`src/rtl/u8sd_pkg.sv`:
```
package u8sd_pkg;

  typedef struct packed {
    logic [7:0] text_byte;
    logic       final_byte;
  } in_item_t;

  typedef struct packed {
    logic [20:0] code_point;
    logic        run_last;
    logic        text_end;
  } out_item_t;

  // up to two results from one input item, in order
  typedef struct packed {
    logic [1:0] count;
    out_item_t  first;
    out_item_t  second;
  } step_out_t;

  localparam logic [20:0] BAD_POINT    = 21'h00FFFD;
  localparam logic [7:0]  LEAD2_MASK   = 8'hE0;
  localparam logic [7:0]  LEAD2_CODE   = 8'hC0;
  localparam logic [7:0]  LEAD3_MASK   = 8'hF0;
  localparam logic [7:0]  LEAD3_CODE   = 8'hE0;
  localparam logic [7:0]  LEAD4_MASK   = 8'hF8;
  localparam logic [7:0]  LEAD4_CODE   = 8'hF0;
  localparam logic [7:0]  CONT_MASK    = 8'hC0;
  localparam logic [7:0]  CONT_CODE    = 8'h80;
  localparam logic [2:0]  FOLLOW_MAX   = 3'd4;

  // code point of a closing group
  function automatic logic [20:0] close_point(input logic [7:0]  lead,
                                              input logic [2:0]  count,
                                              input logic [17:0] payload);
    logic [20:0] cp;
    cp = BAD_POINT;
    if ((lead & LEAD2_MASK) == LEAD2_CODE) begin
      if (count == 3'd1) cp = {10'd0, lead[4:0], payload[5:0]};
    end else if ((lead & LEAD3_MASK) == LEAD3_CODE) begin
      if (count == 3'd2) cp = {5'd0, lead[3:0], payload[11:0]};
    end else if ((lead & LEAD4_MASK) == LEAD4_CODE) begin
      if (count == 3'd3) cp = {lead[2:0], payload};
    end
    return cp;
  endfunction

endpackage

```
`src/rtl/u8sd_step.sv`:
```
module u8sd_step
  import u8sd_pkg::*;
(
  input  logic      clk,
  input  logic      rst,
  input  logic      fire,
  input  in_item_t  item,
  output step_out_t res
);

  logic        group_open;
  logic [7:0]  lead_value;
  logic [2:0]  follow_count;
  logic [17:0] payload_bits;

  logic        is_cont, is_ascii, joins, closes_old, new_open, fin_close;
  logic [2:0]  count_inc;
  logic [17:0] payload_join;
  logic [20:0] cp_old, cp_fin, cp_ascii, cp_a, cp_b;
  logic [1:0]  n;

  always_comb begin
    is_cont      = (item.text_byte & CONT_MASK) == CONT_CODE;
    is_ascii     = !item.text_byte[7];
    joins        = group_open && is_cont;
    closes_old   = group_open && !is_cont;
    new_open     = !is_ascii && !joins;
    fin_close    = item.final_byte && (joins || new_open);
    count_inc    = (follow_count < FOLLOW_MAX) ? follow_count + 3'd1 : follow_count;
    payload_join = {payload_bits[11:0], item.text_byte[5:0]};
    cp_old       = close_point(lead_value, follow_count, payload_bits);
    // a lead that is final closes with no continuations, always malformed
    cp_fin       = joins ? close_point(lead_value, count_inc, payload_join) : BAD_POINT;
    cp_ascii     = {13'd0, item.text_byte};
    n            = {1'b0, closes_old} + {1'b0, is_ascii} + {1'b0, fin_close};
    cp_b         = is_ascii ? cp_ascii : cp_fin;
    cp_a         = closes_old ? cp_old : cp_b;

    res.count             = n;
    res.first.code_point  = cp_a;
    res.first.run_last    = (n == 2'd1);
    res.first.text_end    = (n == 2'd1) && item.final_byte;
    res.second.code_point = cp_b;
    res.second.run_last   = 1'b1;
    res.second.text_end   = item.final_byte;
  end

  always_ff @(posedge clk) begin
    if (rst) begin
      group_open   <= 1'b0;
      lead_value   <= '0;
      follow_count <= '0;
      payload_bits <= '0;
    end else if (fire) begin
      if (item.final_byte || (!joins && !new_open)) begin
        group_open   <= 1'b0;
        lead_value   <= '0;
        follow_count <= '0;
        payload_bits <= '0;
      end else if (joins) begin
        follow_count <= count_inc;
        payload_bits <= payload_join;
      end else begin
        group_open   <= 1'b1;
        lead_value   <= item.text_byte;
        follow_count <= '0;
        payload_bits <= '0;
      end
    end
  end

endmodule

```
`src/rtl/u8sd_result_fifo.sv`:
```
module u8sd_result_fifo
  import u8sd_pkg::*;
(
  input  logic      clk,
  input  logic      rst,
  input  logic [1:0] push_count,
  input  out_item_t push_a,
  input  out_item_t push_b,
  output logic      room_for_two,
  output logic      head_valid,
  output out_item_t head,
  input  logic      pop
);

  out_item_t   entries [4];
  logic [1:0]  wr_ptr, rd_ptr;
  logic [2:0]  fill;
  logic        do_pop;

  assign do_pop       = pop && (fill != 3'd0);
  assign head_valid   = (fill != 3'd0);
  assign head         = entries[rd_ptr];
  assign room_for_two = (fill <= 3'd2);

  always_ff @(posedge clk) begin
    if (push_count != 2'd0) entries[wr_ptr] <= push_a;
    if (push_count == 2'd2) entries[wr_ptr + 2'd1] <= push_b;
  end

  always_ff @(posedge clk) begin
    if (rst) begin
      wr_ptr <= '0;
      rd_ptr <= '0;
      fill   <= '0;
    end else begin
      wr_ptr <= wr_ptr + push_count;
      if (do_pop) rd_ptr <= rd_ptr + 2'd1;
      fill <= fill + {1'b0, push_count} - {2'd0, do_pop};
    end
  end

endmodule

```
`src/rtl/utf8_stream_decoder_core.sv`:
```
// utf8 stream decoder
// in channel: one text byte per item (in_data.text_byte), final_byte set on the
//   last byte of a text; in_valid / in_ready handshake
// out channel: decoded code points (out_data), run_last on the last result that
//   an input item causes, text_end on the final result of a text
// one input item gives zero, one or two results; a closing malformed group
//   gives U+FFFD
// path: an item is held in the input register, then its results are written
//   into the result queue and offered from there; the item waits in the input
//   register while the queue lacks room for two
// throughput: one item per cycle while results are drained as fast as they
//   come; an item giving two results needs the output port twice, so the
//   output port (one result per cycle) sets the sustained rate
// reset: rst (synchronous) clears the group state, the input register and the
//   four-entry result queue; no clearing pass
// stall: when out_ready is low the queue fills; the input register only hands
//   its item on while the queue has room for two, and in_ready drops once the
//   input register is held
module utf8_stream_decoder_core
  import u8sd_pkg::*;
(
  input  logic      clk,
  input  logic      rst,
  input  logic      in_valid,
  output logic      in_ready,
  input  in_item_t  in_data,
  output logic      out_valid,
  input  logic      out_ready,
  output out_item_t out_data
);

  // input register
  logic      s1_valid;
  in_item_t  s1_item;
  logic      s1_fire;
  logic      room_for_two;
  step_out_t step_res;
  logic [1:0] push_count;

  // item leaves the input register when two queue slots are free
  assign s1_fire    = s1_valid && room_for_two;
  assign in_ready   = !s1_valid || s1_fire;
  assign push_count = s1_fire ? step_res.count : 2'd0;

  always_ff @(posedge clk) begin
    if (rst) begin
      s1_valid <= 1'b0;
    end else if (in_ready) begin
      s1_valid <= in_valid;
    end
  end

  always_ff @(posedge clk) begin
    if (in_ready && in_valid) s1_item <= in_data;
  end

  // group tracking and close decode
  u8sd_step u_step (
    .clk  (clk),
    .rst  (rst),
    .fire (s1_fire),
    .item (s1_item),
    .res  (step_res)
  );

  // result queue, two writes and one read per cycle
  u8sd_result_fifo u_fifo (
    .clk          (clk),
    .rst          (rst),
    .push_count   (push_count),
    .push_a       (step_res.first),
    .push_b       (step_res.second),
    .room_for_two (room_for_two),
    .head_valid   (out_valid),
    .head         (out_data),
    .pop          (out_ready)
  );

endmodule

```
`config.mk`:
```
export PLATFORM = sky130hd
export DESIGN_NAME = utf8_stream_decoder_core
export DESIGN_NICKNAME = d
export VERILOG_FILES = /design/src/rtl/u8sd_pkg.sv /design/src/rtl/u8sd_step.sv /design/src/rtl/u8sd_result_fifo.sv /design/src/rtl/utf8_stream_decoder_core.sv
export SDC_FILE = /design/constraint.sdc
export NUM_CORES = 1
export LEC_CHECK = 0
export BUFFER_PORTS_ARGS = -buffer_cell sky130_fd_sc_hd__buf_4
export CAP_MARGIN = 25
export CORE_MARGIN = 8
export CORE_UTILIZATION = 30
export CTS_CLUSTER_SIZE = 16
export DETAILED_ROUTE_END_ITERATION = 10
export HOLD_SLACK_MARGIN = 0.03
export PLACE_DENSITY = 0.48
export SLEW_MARGIN = 20
export SYNTH_ARGS = -nofsm -noshare
export SYNTH_HDL_FRONTEND = slang
export SYNTH_HIERARCHICAL = 1
export SYNTH_SLANG_ARGS = --single-unit
export TNS_END_PERCENT = 1
```
`constraint.sdc`:
```
create_clock -name clk -period 7.4 [get_ports clk]
set_input_delay 0.74 -clock clk [delete_from_list [all_inputs] [get_ports clk]]
set_output_delay 0.74 -clock clk [all_outputs]
set_load 0.005 [all_outputs]
```
==> impl_metrics.yaml, run 1 <==
status:
  status: "complete, no violations"
logic_synthesis:
  synth_seq_cells: 141
  synth_most_common_cell: "edfxtp_1"
  netlist_instances: 563
  synth_top_area_frac: 0.403
  yosys.area.top_type: "edfxtp_1"
  syn-num-nets: 585
  synth-edff-count: 101
  syn_area_um2: 7520
  synthDistinctLibCells: 64
  async_reset_ff_frac: 0
  yosys-top-cells-area: "edfxtp_1 (40%), mux2_2 (11%), dfxtp_1 (11%), mux4_2 (6.9%), mux2_4 (4.4%)"
  yosysSeqAreaShare: 0.510
  syn_area_per_cell_um2: 13.4
  yosys-top-cells-count: "edfxtp_1 (101), mux2_2 (73), dfxtp_1 (40)"
  synth_ff_type: "edfxtp_1"
  yosysWarnings: 6
sta:
  fin_setup_tns_ns: 0
  finalCritPeriodShare: 0.468
  drv_slew: 0
  rsz0062_at_grt: "no"
  layout_min_cycle_time_ns: 3.47
  fmax_mhz: 289
  setup_viol: 0
  clock_skew_ns: 0.0103
  finalHoldViolCount: 0
  slew_headroom: 0.367
  worstMarginPinSlew_ns: 0.947
run:
  cap_violations: 0
finish:
  diodes: 0
  seq_area_um2: 3830
  utilization: 0.349
  layout-drive-gt1-share: 0.348
  area_delta_synth_final_pct: 15.7
  multiInputGateArea_um2: 3430
  fill_cells: 2413
  finalNonFillerCells: 931
  nets: 610
drt:
  firstDrtPassIters: 5
  drt-wirelength-per-cell_um: 19.6
  dr_total_vias: 4726
  drc: 0
  drt_wl_total_mm: 18.3
  routed_via_density: 5.08
  postRouteAntennaNets: 0
  first_iter_violations: 309
floorplanning:
  die_area_um2: 30400
  die_w_um: 174
  boundaryPins: 38
  coreArea_um2: 24900
  die_h_um: 174
  initial_core_util: 0.302
  rows: 58
critical_path:
  cp.arrival_ns: 3.54
  r2r_slack_ns: 3.93
  crit_type: "reg -> reg"
  r2r-start: "s1_item[8]"
  r2r_cells: 8
  start_kind: "register"
  endpoint_kind: "register"
  rr_endpoint: "u_fifo/entries[0][11]"
  path_max_fanout: 24
  worstPathRequired_ns: 7.47
place:
  placed_cells: 898
  hpwl_mm: 11.5
  gp_congestion: 0.816
  io_buffers: 37
global_route:
  grt_max_degree: 44
  grt_pass1_wl_mm: 28.8
  grt_pass1_vias: 4977
  grt.total_usage: 0.121
  antenna_found_initial: 0
  grt-ovfl-total: 0
clocking:
  cts.htree.levels: 4
  post_cts_buffers: 0
  clk_pin_slew_worst_paths_ns: 0.06
  clock-sinks: 141
  cts_resized: 0
  numCtsBuffers: 17
  hold_buffers: 0
  worstSkewPairLatency_ns: 0.42
  clock_path_buffers: 2
  cts-root-buf: "clkbuf_16"
  cts_tree: "yes"
pwr:
  leakage_nw: 2.88
  p_per_area_nw_per_um2: 261
  vdd_drop_max_uv: 158
min_path:
  hold_start: "u_step/payload_bits[16]"
  hold_end: "u_step/payload_bits[16]"
  holdPathStages: 2
  hold_path.class: "reg -> reg"
==> routing by layer <==
layer,vias up,GRT usage,wire length [um]
met2,108,0.199,9030
met1,2401,0.153,8390
met5,-,0,0
met3,17,0.0258,558
li1,2200,-,-
met4,0,0.0470,302
==> worst max path at each step <==
| stage | from | endpoint | slack, ns | depth (start not counted) |
|---|---|---|---|---|
| 6_report | s1_item[8] | u_fifo/entries[0][11] | 3.93 | 8 |
| 5_1_grt | s1_item[8] | u_fifo/entries[0][11] | 3.66 | 7 |
| 3_5_place_dp | s1_item[8] | u_fifo/entries[0][9] | 3.89 | 7 |
| 4_1_cts | s1_item[8] | u_fifo/entries[0][21] | 3.88 | 7 |
| 3_3_place_gp | s1_item[8] | u_fifo/entries[0][9] | 3.90 | 7 |
| 2_1_floorplan | s1_item[8] | u_fifo/entries[0][0] | 3.21 | 8 |
==> logic make-up (layout without fill, tap and decap cells) <==
group / after synthesis / in the layout / share of synthesized area
DFF: 141 / 141 / 0.510
and+or+nand+nor: 139 / 139 / 0.108
muxes: 126 / 126 / 0.234
AOI/OAI and AO/OA: 89 / 89 / 0.0824
buffers and inverters: 56 / 94 / 0.0424
adders and majority gates: 9 / 9 / 0.0170
xor gates and xnor gates: 2 / 2 / 0.00599
other: 1 / 1 / 0.000499
==> worst max-delay path, cell delays in order (launching register included) <==
cell and delay, ns:
edfxtp_1 0.70, nand2b_1 0.25, nand2_1 0.09, fa_1 0.51
inv_1 0.06, and3_2 0.30, nand4b_4 0.62, o31ai_4 0.19
buf_4 0.39
==> area by class of cell <==
class | instances | area share
clock inverter | 6 | 0.0125
clock buffer | 26 | 0.0575
timing repair buffer | 45 | 0.0403
sequential | 141 | 0.441
multi-input combinational | 366 | 0.394
inverter | 17 | 0.00734
tap | 330 | 0.0475
==> per-stage QoR <==
step	hold slack (ns)	worst slack, ns	total power [mW]	area (um^2)
5_1_grt	0.474	3.66	2.37	8700
3_3_place_gp	0.457	3.90	1.40	8070
3_5_place_dp	0.461	3.89	1.40	8070
2_1_floorplan	0.445	3.21	1.24	7520
4_1_cts	0.474	3.88	2.30	8680
6_report	0.471	3.93	2.27	8700
==> power by group <==
part | switching, mW | internal, mW | total, mW
sequential | 0.0460 | 0.900 | 0.946
clock | 0.318 | 0.569 | 0.886
combinational | 0.193 | 0.242 | 0.436
total | 0.557 | 1.71 | 2.27
==> sequential cells by signal (all words and copies together) (netlist names), named ones only <==
register / count
s1_valid: 1
u_step/payload_bits: 18
u_step/group_open: 1
u_fifo/wr_ptr: 2
u_step/lead_value: 8
s1_item: 9
u_fifo/entries: 92
u_step/follow_count: 3
u_fifo/fill: 3
u_fifo/rd_ptr: 2
==> cell usage in the layout (no fill, tap or decap), types with 3 or more instances in the layout <==
cell,count
edfxtp_1,101
mux2_2,73
buf_4,44
dfxtp_1,39
a21oi_1,33
nand2_1,33
nand3_1,30
mux4_2,23
mux2_4,22
nand2b_1,20
clkbuf_16,18
inv_1,16
nor2_1,14
o21ai_0,9
and2_1,8
a32oi_1,8
mux2_1,7
nor2b_1,7
ha_1,7
a22oi_1,7
clkbuf_1,6
o21bai_1,5
o22a_1,5
bufinv_16,3
nor4bb_4,3
a21o_1,3
a22o_1,3
and3_1,3
o221ai_1,3
Power figures use the tool's default switching activity.
==> run 2, diff against run 1 <==
==> constraint.sdc (replaced) <==
create_clock -name clk -period 3.2 [get_ports clk]
set_input_delay 0.32 -clock clk [delete_from_list [all_inputs] [get_ports clk]]
set_output_delay 0.32 -clock clk [all_outputs]
set_load 0.005 [all_outputs]
==> impl_metrics.yaml, run 2 (synthesized netlist as in run 1, its figures left out) <==
status:
  status: "complete, no violations"
critical_path:
  crit_type: "reg -> reg"
  r2r_cells: 9
  r2r-start: "s1_item[7]"
  start_kind: "register"
  rr_endpoint: "u_fifo/entries[2][12]"
  worstPathRequired_ns: 3.32
  endpoint_kind: "register"
  crit_start: "s1_item[7]"
  r2r_slack_ns: 0.24
  path_max_fanout: 24
  cp.arrival_ns: 3.08
clocking:
  hold_buffers: 0
  cts_resized: 0
  cts.htree.levels: 4
  clock-sinks: 141
  post_cts_buffers: 0
  numCtsBuffers: 17
  clk_pin_slew_worst_paths_ns: 0.06
  clock_path_buffers: 2
  worstSkewPairLatency_ns: 0.43
  cts_tree: "yes"
  cts-root-buf: "clkbuf_16"
floorplanning:
  die_h_um: 174
  coreArea_um2: 24900
  die_area_um2: 30400
  boundaryPins: 38
  die_w_um: 174
  initial_core_util: 0.302
  rows: 58
run:
  cap_violations: 0
min_path:
  hold_path.class: "in -> reg"
  holdPathStages: 1
  hold_start: "in_data[0]"
  hold_end: "s1_item[0]"
sta:
  drv_slew: 0
  holdWs_ns: 0.0662
  fmax_mhz: 338
  finalHoldViolCount: 0
  slew_headroom: 0.584
  setup_slack_ns: 0.238
  clock_skew_ns: 0.00880
  fin_setup_tns_ns: 0
  rsz0062_at_grt: "no"
  worstMarginPinSlew_ns: 0.621
  setup_viol: 0
  finalCritPeriodShare: 0.926
  layout_min_cycle_time_ns: 2.96
finish:
  nets: 620
  largest_reg_flops: 92
  finalNonFillerCells: 941
  regMostFlops: "u_fifo/entries"
  utilization: 0.355
  layout-drive-gt1-share: 0.360
  reg.largest.list: "u_fifo/entries: 92 flops, u_step/payload_bits: 18 flops, s1_item: 9 flops"
  layout_commonest_cell: "edfxtp_1"
  diodes: 0
  final_cell_mix: "edfxtp_1 (101), mux2_2 (73), buf_4 (47), dfxtp_1 (39)"
  area_delta_synth_final_pct: 17.6
global_route:
  grt.total_usage: 0.123
  grt-ovfl-total: 0
  antenna_found_initial: 0
  grt_max_degree: 41
  grt_pass1_wl_mm: 29.0
  grt_pass1_vias: 4882
drt:
  postRouteAntennaNets: 0
  drt_wl_total_mm: 18.3
  firstDrtPassIters: 5
  drt-wirelength-per-cell_um: 19.5
  routed_via_density: 4.97
  drc: 0
  first_iter_violations: 283
  dr_total_vias: 4677
place:
  post-place-ws_ns: 0.236
  placed_cells: 909
  hpwl_mm: 12.0
  gp_congestion: 0.808
  io_buffers: 37
pwr:
  vdd_drop_max_uv: 354
  leakage_nw: 2.96
  p_per_area_nw_per_um2: 594
[run 2: area by class of cell]
class                      count  area [um^2]
clock inverter                14          174
tap                          330          413
inverter                      17         63.8
multi-input combinational    366         3420
fill                        2381        16000
timing repair buffer          55          513
sequential                   141         3830
clock buffer                  18          429
[run 2: layer usage]
| layer | track usage | share of wire | up-vias |
|---|---|---|---|
| met5 | 0 | 0 | - |
| met4 | 0.0449 | 0.021 | 0 |
| met3 | 0.0310 | 0.043 | 23 |
| met2 | 0.197 | 0.48 | 116 |
| met1 | 0.159 | 0.46 | 2323 |
| li1 | - | - | 2215 |
[run 2: worst max-delay path by stage]
stage / endpoint / slack [ns] / depth (start not counted)
after floorplan: u_fifo/entries[0][0] / -0.29 / 8
after global placement: u_fifo/entries[2][11] / 0.35 / 9
after detailed placement: u_fifo/entries[2][3] / 0.24 / 9
after CTS: u_fifo/entries[2][11] / 0.22 / 9
after global routing: u_fifo/entries[2][12] / 0.06 / 9
final: u_fifo/entries[2][12] / 0.24 / 9
[run 2: report_power, final]
part | switching, mW | total, mW | internal, mW
Combinational | 0.456 | 1.02 | 0.566
Clock | 0.757 | 2.05 | 1.29
Sequential | 0.102 | 2.18 | 2.08
[run 2: stage by stage]
step                      total power [mW]  instance area, um^2
after floorplan                       2.86                 7530
after global placement                3.26                 8240
after detailed placement              3.28                 8240
after CTS                             5.34                 8840
after global routing                  5.49                 8840
final                                 5.25                 8840
[run 2: critical path, cell delays in order, from the launching register on]
cell and delay, ns:
edfxtp_1 0.49, nand2b_1 0.20, nand2_1 0.08, fa_1 0.51
inv_1 0.05, and3_2 0.29, nor4bb_4 0.35, buf_12 0.27
a21o_1 0.18, buf_12 0.21
